`src/sv/brdw_pkg.sv`:
```
package brdw_pkg;

  localparam int unsigned VALUE_BITS_DEF = 16;
  localparam int unsigned IN_VALUE_W     = 16;
  localparam int unsigned RADIX_W        = 4;
  localparam int unsigned WORD_W         = 50;
  localparam int unsigned DIGIT_W        = 4;
  localparam logic [RADIX_W-1:0] RADIX_MIN = 4'd2;
  localparam logic [RADIX_W-1:0] RADIX_MAX = 4'd10;

  typedef struct packed {
    logic [IN_VALUE_W-1:0] value_in;
    logic [RADIX_W-1:0]    radix;
  } brdw_in_t;

  typedef struct packed {
    logic [WORD_W-1:0] digit_word;
    logic              bad_radix;
  } brdw_out_t;

  typedef struct packed {
    logic load;
    logic mul;
    logic fix;
  } brdw_cmd_t;

  typedef struct packed {
    logic num_zero;
    logic bad;
  } brdw_stat_t;

endpackage

```
`src/sv/binary_to_radix_digit_word.sv`:
```
// Converts an unsigned number to a base from 2 to 10 by repeated division.
// The digits are placed at decimal weights, so the decimal spelling of
// digit_word reads as the digits in the requested base.
// Input channel: a transaction is taken at a rising edge where start is high
// and busy is low; item_i carries value_in and radix.
// Output channel: valid_o is high for exactly one cycle with result_o; the
// receiver must take it then, as there is no way to hold the result back.
// Each digit takes a reciprocal multiply step and then a remainder correction
// step, which makes the iteration loop the limit on rate.
// A zero value, or a radix outside 2 to 10, goes from its first multiply step
// straight to the result strobe.
// A new transaction is accepted in the cycle after the result strobe.
// A radix outside 2 to 10 sets bad_radix with a zero digit word.
// Reset returns the controller to idle; no result is pending afterwards.
module binary_to_radix_digit_word #(
  parameter int unsigned VALUE_BITS = brdw_pkg::VALUE_BITS_DEF
) (
  input  logic                clk_i,
  input  logic                rst_ni,
  input  logic                start,
  output logic                busy,
  input  brdw_pkg::brdw_in_t  item_i,
  output logic                valid_o,
  output brdw_pkg::brdw_out_t result_o
);

  brdw_pkg::brdw_cmd_t  cmd;
  brdw_pkg::brdw_stat_t stat;

  brdw_ctrl u_ctrl (
    .clk_i   (clk_i),
    .rst_ni  (rst_ni),
    .start   (start),
    .stat_i  (stat),
    .cmd_o   (cmd),
    .busy    (busy),
    .valid_o (valid_o)
  );

  brdw_dp #(
    .VALUE_BITS (VALUE_BITS)
  ) u_dp (
    .clk_i    (clk_i),
    .rst_ni   (rst_ni),
    .item_i   (item_i),
    .cmd_i    (cmd),
    .stat_o   (stat),
    .result_o (result_o)
  );

endmodule

```
`src/sv/brdw_ctrl.sv`:
```
module brdw_ctrl (
  input  logic                clk_i,
  input  logic                rst_ni,
  input  logic                start,
  input  brdw_pkg::brdw_stat_t stat_i,
  output brdw_pkg::brdw_cmd_t  cmd_o,
  output logic                busy,
  output logic                valid_o
);

  localparam logic [1:0] S_IDLE = 2'd0;
  localparam logic [1:0] S_MUL  = 2'd1;
  localparam logic [1:0] S_FIX  = 2'd2;
  localparam logic [1:0] S_DONE = 2'd3;

  logic [1:0] state_q;
  logic [1:0] state_d;

  always_comb begin
    state_d    = state_q;
    cmd_o.load = 1'b0;
    cmd_o.mul  = 1'b0;
    cmd_o.fix  = 1'b0;
    case (state_q)
      S_IDLE: begin
        if (start) begin
          cmd_o.load = 1'b1;
          state_d    = S_MUL;
        end
      end
      S_MUL: begin
        cmd_o.mul = 1'b1;
        if (stat_i.num_zero || stat_i.bad) begin
          state_d = S_DONE;
        end else begin
          state_d = S_FIX;
        end
      end
      S_FIX: begin
        cmd_o.fix = 1'b1;
        state_d   = S_MUL;
      end
      S_DONE: begin
        state_d = S_IDLE;
      end
      default: begin
        state_d = S_IDLE;
      end
    endcase
  end

  always_ff @(posedge clk_i or negedge rst_ni) begin
    if (!rst_ni) begin
      state_q <= S_IDLE;
    end else begin
      state_q <= state_d;
    end
  end

  assign busy    = (state_q != S_IDLE);
  assign valid_o = (state_q == S_DONE);

  // A result strobe lasts a single cycle.
  assert property (@(posedge clk_i) disable iff (!rst_ni) valid_o |=> !valid_o)
    else $error("result strobe held for more than one cycle");

  // An accepted transaction makes the block busy in the next cycle.
  assert property (@(posedge clk_i) disable iff (!rst_ni) (start && !busy) |=> busy)
    else $error("block not busy after accepting a transaction");

  // A result is only issued straight after a multiply step.
  assert property (@(posedge clk_i) disable iff (!rst_ni)
                   valid_o |-> $past(state_q == S_MUL))
    else $error("result strobe without a preceding multiply step");

  // Correction and load never occur together with a multiply.
  assert property (@(posedge clk_i) disable iff (!rst_ni)
                   $countones({cmd_o.load, cmd_o.mul, cmd_o.fix}) <= 1)
    else $error("conflicting datapath commands");

endmodule

```
`src/sv/brdw_dp.sv`:
```
module brdw_dp #(
  parameter int unsigned VALUE_BITS = brdw_pkg::VALUE_BITS_DEF
) (
  input  logic                 clk_i,
  input  logic                 rst_ni,
  input  brdw_pkg::brdw_in_t   item_i,
  input  brdw_pkg::brdw_cmd_t  cmd_i,
  output brdw_pkg::brdw_stat_t stat_o,
  output brdw_pkg::brdw_out_t  result_o
);

  localparam int unsigned WW = brdw_pkg::WORD_W;
  localparam int unsigned DW = brdw_pkg::DIGIT_W;
  localparam int unsigned RW = brdw_pkg::RADIX_W;
  localparam logic [63:0] SCALE = 64'd1 << VALUE_BITS;
  localparam logic [VALUE_BITS-1:0] RECIP2  = VALUE_BITS'(SCALE / 64'd2);
  localparam logic [VALUE_BITS-1:0] RECIP3  = VALUE_BITS'(SCALE / 64'd3);
  localparam logic [VALUE_BITS-1:0] RECIP4  = VALUE_BITS'(SCALE / 64'd4);
  localparam logic [VALUE_BITS-1:0] RECIP5  = VALUE_BITS'(SCALE / 64'd5);
  localparam logic [VALUE_BITS-1:0] RECIP6  = VALUE_BITS'(SCALE / 64'd6);
  localparam logic [VALUE_BITS-1:0] RECIP7  = VALUE_BITS'(SCALE / 64'd7);
  localparam logic [VALUE_BITS-1:0] RECIP8  = VALUE_BITS'(SCALE / 64'd8);
  localparam logic [VALUE_BITS-1:0] RECIP9  = VALUE_BITS'(SCALE / 64'd9);
  localparam logic [VALUE_BITS-1:0] RECIP10 = VALUE_BITS'(SCALE / 64'd10);

  logic [VALUE_BITS-1:0]   num_q;
  logic [RW-1:0]           radix_q;
  logic [VALUE_BITS-1:0]   recip_q;
  logic [2*VALUE_BITS-1:0] prod_q;
  logic [DW-1:0]           digit_q;
  logic [WW-1:0]           weight_q;
  logic [WW-1:0]           acc_q;
  logic                    first_q;
  logic                    bad_q;

  logic                  bad_d;
  logic [VALUE_BITS-1:0] recip_d;
  logic [VALUE_BITS-1:0] q_est;
  logic [VALUE_BITS-1:0] qb;
  logic [VALUE_BITS-1:0] r_full;
  logic [DW:0]           r_est;
  logic [VALUE_BITS-1:0] q_fix;
  logic [DW:0]           r_fix;

  always_comb begin
    bad_d = !(item_i.radix inside {[brdw_pkg::RADIX_MIN:brdw_pkg::RADIX_MAX]});
    case (item_i.radix)
      4'd3:    recip_d = RECIP3;
      4'd4:    recip_d = RECIP4;
      4'd5:    recip_d = RECIP5;
      4'd6:    recip_d = RECIP6;
      4'd7:    recip_d = RECIP7;
      4'd8:    recip_d = RECIP8;
      4'd9:    recip_d = RECIP9;
      4'd10:   recip_d = RECIP10;
      default: recip_d = RECIP2;
    endcase
  end

  // The reciprocal estimate is at most one below the true quotient.
  always_comb begin
    q_est  = prod_q[2*VALUE_BITS-1:VALUE_BITS];
    qb     = VALUE_BITS'(q_est * VALUE_BITS'(radix_q));
    r_full = num_q - qb;
    r_est  = (DW+1)'(r_full);
    if (r_est >= {1'b0, radix_q}) begin
      q_fix = q_est + VALUE_BITS'(1);
      r_fix = r_est - {1'b0, radix_q};
    end else begin
      q_fix = q_est;
      r_fix = r_est;
    end
  end

  always_ff @(posedge clk_i) begin
    if (cmd_i.load) begin
      num_q    <= VALUE_BITS'(item_i.value_in);
      radix_q  <= item_i.radix;
      recip_q  <= recip_d;
      bad_q    <= bad_d;
      digit_q  <= '0;
      weight_q <= WW'(1);
      acc_q    <= '0;
      first_q  <= 1'b1;
    end
    if (cmd_i.mul) begin
      prod_q <= num_q * recip_q;
      acc_q  <= acc_q + WW'(weight_q * WW'(digit_q));
    end
    if (cmd_i.fix) begin
      num_q   <= q_fix;
      digit_q <= DW'(r_fix);
      first_q <= 1'b0;
      if (!first_q) begin
        weight_q <= (weight_q << 3) + (weight_q << 1);
      end
    end
  end

  assign stat_o.num_zero     = (num_q == '0);
  assign stat_o.bad          = bad_q;
  assign result_o.digit_word = acc_q;
  assign result_o.bad_radix  = bad_q;

  logic fix_seen_q;

  always_ff @(posedge clk_i or negedge rst_ni) begin
    if (!rst_ni) begin
      fix_seen_q <= 1'b0;
    end else begin
      fix_seen_q <= cmd_i.fix;
    end
  end

  // Every digit produced is a valid digit of the base.
  assert property (@(posedge clk_i) disable iff (!rst_ni)
                   fix_seen_q |-> (digit_q < radix_q))
    else $error("digit not below the radix");

  // A rejected radix never accumulates anything.
  assert property (@(posedge clk_i) disable iff (!rst_ni)
                   (fix_seen_q || cmd_i.mul) && bad_q |-> (acc_q == '0))
    else $error("non-zero digit word for a rejected radix");

endmodule

```
`config.mk`:
```
export PLATFORM = sky130hd
export DESIGN_NAME = binary_to_radix_digit_word
export DESIGN_NICKNAME = d
export VERILOG_FILES = /design/src/sv/brdw_pkg.sv /design/src/sv/binary_to_radix_digit_word.sv /design/src/sv/brdw_ctrl.sv /design/src/sv/brdw_dp.sv
export SDC_FILE = /design/constraint.sdc
export NUM_CORES = 1
export LEC_CHECK = 0
export BUFFER_PORTS_ARGS = -buffer_cell sky130_fd_sc_hd__buf_2
export CORE_MARGIN = 4
export CORE_UTILIZATION = 55
export CTS_BUF_LIST = sky130_fd_sc_hd__clkbuf_16
export CTS_CLUSTER_DIAMETER = 150
export DETAILED_ROUTE_END_ITERATION = 10
export PLACE_DENSITY = 0.77
export SETUP_SLACK_MARGIN = 0.15
export SLEW_MARGIN = 0
export SYNTH_ARGS = -nofsm -noshare
export SYNTH_HDL_FRONTEND = slang
export SYNTH_SLANG_ARGS = --single-unit
```
`constraint.sdc`:
```
create_clock -name clk_i -period 9.15 [get_ports clk_i]
set_input_delay 1.3725 -clock clk_i [delete_from_list [all_inputs] [get_ports clk_i]]
set_output_delay 1.3725 -clock clk_i [all_outputs]
set_load 0.02 [all_outputs]
```
## Word level (Yosys, flattened, before mapping)

Memories as Yosys holds them, arrays and structs flattened. A register that Yosys moved wholly into a read port is not among the register bits.
Index checks and enable logic that the tools add are counted.

- Register bits: 160
- ROM bits: 256
- Input port bits: 23
- Output and inout port bits: 53
- Word-level logic and storage cells: 51
- Memories kept: 1

- $add $sub $neg: 5
- $mul: 3
- $lt $le $gt $ge: 3
- Equal/unequal tests: 4
- Multiplexer cells: 18
- Reduce and logical (&&, ||, !) cells: 8

Memory list:

| memory | depth | width | read ports | clocked after memory_dff | wr ports | RTL line | RTL |
|---|---|---|---|---|---|---|---|
| (name not given) | 16 | 16 | 1 | 1 | 0 | brdw_dp.sv:47 | `case (item_i.radix)` |

Operator list:

| operator | number |
|---|---|
| $mux 50 | 5 |
| $add 50x50->50 | 2 |
| $mul 50x4->50 | 1 |
| $mux 16 | 3 |
| $mul 16x16->32 | 1 |
| $add 16x1->16 const B | 1 |
| $logic_not 16->1 | 1 |
| $mul 16x4->5 | 1 |
| $mux 4 | 3 |
| $pmux 2 s4 | 1 |
| $reduce_bool 2->1 | 3 |
| $ge 5x4->1 | 1 |
| $mux 1 | 5 |
| $sub 5x5->5 | 1 |
| $eq 2x2->1 const B | 2 |
| $ge 4x2->1 const B | 1 |
| $le 4x4->1 const B | 1 |
| $sub 4x4->4 | 1 |
| $eq 2x1->1 const B | 1 |
| $logic_not 2->1 | 1 |
| $mux 2 | 1 |
| $ne 2x2->1 const B | 1 |
| $logic_and 1x1->1 | 1 |
| $logic_not 1->1 | 1 |
| $logic_or 1x1->1 | 1 |

## Depth between registers and ports, before layout

- Depth after elaboration: 5
- Depth in mapped cells: 26

## Modules after synthesis

A second synthesis with hierarchy kept.

- Cells, all modules: 2665
- Area total of the unflattened synthesis: 23865.4 um^2

Modules (own cells, without submodules):

| module | instances | cells an instance | area each (um^2) |
|---|---|---|---|
| brdw_dp | 1 | 2652 | 23741.5 |
| brdw_ctrl | 1 | 13 | 123.9 |

## Worst setup path before layout

Ideal clock, no wire load.

- Kind: flip-flop to flip-flop
- Start point: register u_dp.recip_q[1]
- End point: register u_dp.prod_q[31] (data pin)
- Setup time: 0.260 ns
- Data arrival time: 6.134 ns
- Data required time: 8.890 ns
- Path slack: 2.756 ns
- Cell stages (with the launch flop): 23
- Period minus slack after synthesis: 6.394 ns
- Path through: edfxtp_1 clkbuf_1 nand2_1 fa_1 fa_1 fa_1 inv_1 fa_1 fa_1 inv_1 fa_1 inv_1 ha_1 a21o_1 a211oi_1 o2bb2ai_1 a31oi_1 o2111ai_1 o21ai_0 a41o_1 a311o_1 a21oi_1 xnor2_1

- Word-level cells in the longest chain between the ends: 1

RTL lines:

| what | RTL line | RTL |
|---|---|---|
| start, declared | brdw_dp.sv:28 | `logic [VALUE_BITS-1:0] recip_q;` |
| $mul 16x16->32 | brdw_dp.sv:87 | `prod_q <= num_q * recip_q;` |
| end signal, assigned | brdw_dp.sv:87 |  |
| end, declared | brdw_dp.sv:29 | `logic [2*VALUE_BITS-1:0] prod_q;` |

Every way passes these cells.
A chain may end at the register's enable or synchronous reset.

## Worst setup path after layout

Ends and elaborated chain as after synthesis.

==> impl_metrics.yaml <==
place:
  hpwl_um: 45200
  place_congestion: 0.924
  portBuffers: 75
  dp_cells: 3156
critical_path:
  cp.arrival_ns: 7.45
  rrSetupSlack_ns: 1.91
  cp.required_ns: 9.35
  worstSetupEndpointType: "flip-flop"
  worstPathMaxFanout: 16
  path_class: "reg -> reg"
  start_kind: "flip-flop"
detailed_routing:
  drc: 0
  viasPerCell: 5.79
  drt_iter0_drc: 1591
  wl_um: 56900
  drt_first_pass_iters: 5
  vias: 18400
  wl_per_cell_um: 17.8
  ant_nets: 0
cells_and_area:
  num_antenna_cells: 0
  layout-drive-gt1-share: 0.0510
  nFillCells: 3618
  final_util: 0.591
  final_nets: 3217
  final_cells: 3187
  syn_to_final_growth_pct: 5.62
timing:
  slew_headroom: 0.246
  fin_crit_ns: 7.24
  finalSetupViolations: 0
  worst_slew_pin_slew_ns: 1.13
  finalSetupTns_ns: 0
  hold_viol_final: 0
  drv_slew: 0
  rsz0062_at_grt: "false"
  max_freq_mhz: 138
  fin_crit_sh: 0.792
  clock-skew-final_ns: 0.0110
  worst_hold_slack_ns: 0.517
die:
  die_h_um: 215
  die_width_um: 215
  core-area_um2: 42200
  initial_utilization: 0.560
  ios: 76
  core.rowCount: 75
  die_area_um2: 46400
logic_synthesis:
  synth_nets: 3210
  synth.yosys.warnings: 0
  async_reset_ff_frac: 0.0126
  synth_flop_cell: "edfxtp_1"
  synth_cell_type_count: 68
  ys_ff_latch: 159
  synth-edff-count: 106
  synthesis.area_um2: 23600
  synthCells: 2629
  ys_seq_area_frac: 0.180
  synth_area_per_cell_um2: 8.99
grt:
  antenna_found_initial: 0
  grt_pass1_vias: 19100
  grt_overflow: 0
  grt_pass1_wl_um: 96200
  grt_start_max_net_pins: 51
  grt_usage: 0.253
cts:
  post_cts_buffers: 0
  cts_tree: "done"
  ctsHtreeMaxLevel: 4
  clk_pin_slew_ns: 0.07
  cts_buffers: 17
  holdBufCountCts: 0
  cts.sinks: 159
  insertion_delay_ns: 0.46
  clock_path_buffers: 2
  cts_resized: 0
  cts-root-buf: "clkbuf_16"
status:
  outcome: "finished clean"
job:
  maxCapViolCount: 0
worst_hold_path:
  holdCritPathClass: "reg -> reg"
-- sequential cells by signal, summed over array words and instances, names as in the netlist --
register and flops:
u_dp.acc_q 50, u_dp.weight_q 50, u_dp.num_q 16, u_dp.prod_q 16
u_dp.recip_q 15, u_dp.digit_q 4, u_dp.radix_q 4, u_ctrl.state_q 2
u_dp.bad_q 1, u_dp.first_q 1
-- worst paths after layout --
| path | endpoint | cells after the start | startpoint |
|---|---|---|---|
| max | u_dp.prod_q[31]$_DFFE_PP_ | 20 | u_dp.recip_q[1]$_SDFFCE_PP0P_ |
| min | u_dp.weight_q[48]$_DFF_P_ | 2 | u_dp.weight_q[48]$_DFF_P_ |
| max reg2reg | u_dp.prod_q[31]$_DFFE_PP_ | 20 | u_dp.recip_q[1]$_SDFFCE_PP0P_ |
| min reg2reg | u_dp.weight_q[48]$_DFF_P_ | 2 | u_dp.weight_q[48]$_DFF_P_ |
| max in group asynchronous | u_ctrl.state_q[0]$_DFFE_PN0P_ | 1 | rst_ni |
| min in group asynchronous | u_ctrl.state_q[1]$_DFFE_PN0P_ | 1 | rst_ni |
-- metrics by stage --
stage / worst slack (ns) / area (um2)
floorplan: 2.76 / 23600
global placement: 2.18 / 24400
detailed placement: 2.01 / 24400
CTS: 2.01 / 25000
global route: 1.52 / 25000
finish: 1.91 / 25000
-- layer usage --
layer,vias up,global-route usage,wire length (um)
met5,-,0,0
met1,9233,0.348,25000
li1,8575,-,-
met2,567,0.430,27600
met4,0,0.0554,968
met3,70,0.0346,3320
-- synth_stat cells (all sizes together), types with 21 or more instances --
master,n,area [um2]
edfxtp,106,3180
nor2,106,398
nand2,418,1570
a21oi,113,566
nand3,31,155
and3,21,136
and2,182,1140
nor3,21,105
xnor2,64,561
xor2,55,482
clkbuf,94,353
a21o,63,473
o21ai,102,510
fa,340,6810
ha,218,2730
inv,391,1470
dfxtp,51,1020
-- layout make-up --
type                       instances  area [um2]  share of cell area
multi-input combinational       1982       17600               0.703
sequential                       159        4250               0.170
inverter                         391        1470              0.0588
tap                              539         674              0.0270
timing repair buffer              85         450              0.0180
clock buffer                      17         425              0.0170
clock inverter                    14         135             0.00541
-- cell families (layout without fill, tap and decap cells) --
group,after synthesis,in the layout,synth area share
adder cells (fa/ha/maj),558,558,0.403
AO/OA/AOI/OAI,438,438,0.121
XOR/XNOR,119,119,0.0441
AND/OR/NAND/NOR,856,856,0.170
flip-flops,159,159,0.180
buffers and inverters,488,507,0.0776
multiplexers,11,11,0.00471
-- worst max-delay path, stage by stage, from the launching register on --
cell	delay (ns)
edfxtp_1	0.78
nand2_1	0.17
fa_1	0.53
fa_1	0.52
fa_1	0.51
inv_1	0.05
fa_1	0.50
fa_1	0.49
inv_1	0.05
fa_1	0.47
inv_1	0.04
ha_1	0.29
a21o_1	0.17
a211oi_1	0.32
a31oi_1	0.34
o2111ai_1	0.48
o21ai_0	0.26
a41o_1	0.34
a311o_1	0.39
a21oi_1	0.18
xnor2_1	0.09
-- layout by cell type (no fill, tap or decap), types with 16 or more instances in the layout --
cell       netlist  layout
clkbuf_16        0      17
fa_1           340     340
and3_1          20      20
o21ai_0        102     102
ha_1           218     218
o21bai_1        18      18
xor2_1          55      55
inv_1          391     391
nor3_1          21      21
nand3_1         31      31
dfxtp_1         51      51
a31oi_1         18      18
a21o_1          63      63
and2_1         182     182
buf_2            0      75
xnor2_1         64      64
edfxtp_1       106     106
o21a_1          16      16
nand2_1        418     417
a21oi_1        113     113
nor2_1         106     105
Power is not shown: default switching activity piles up to over one toggle a cycle in this logic, so the estimate is an artifact.
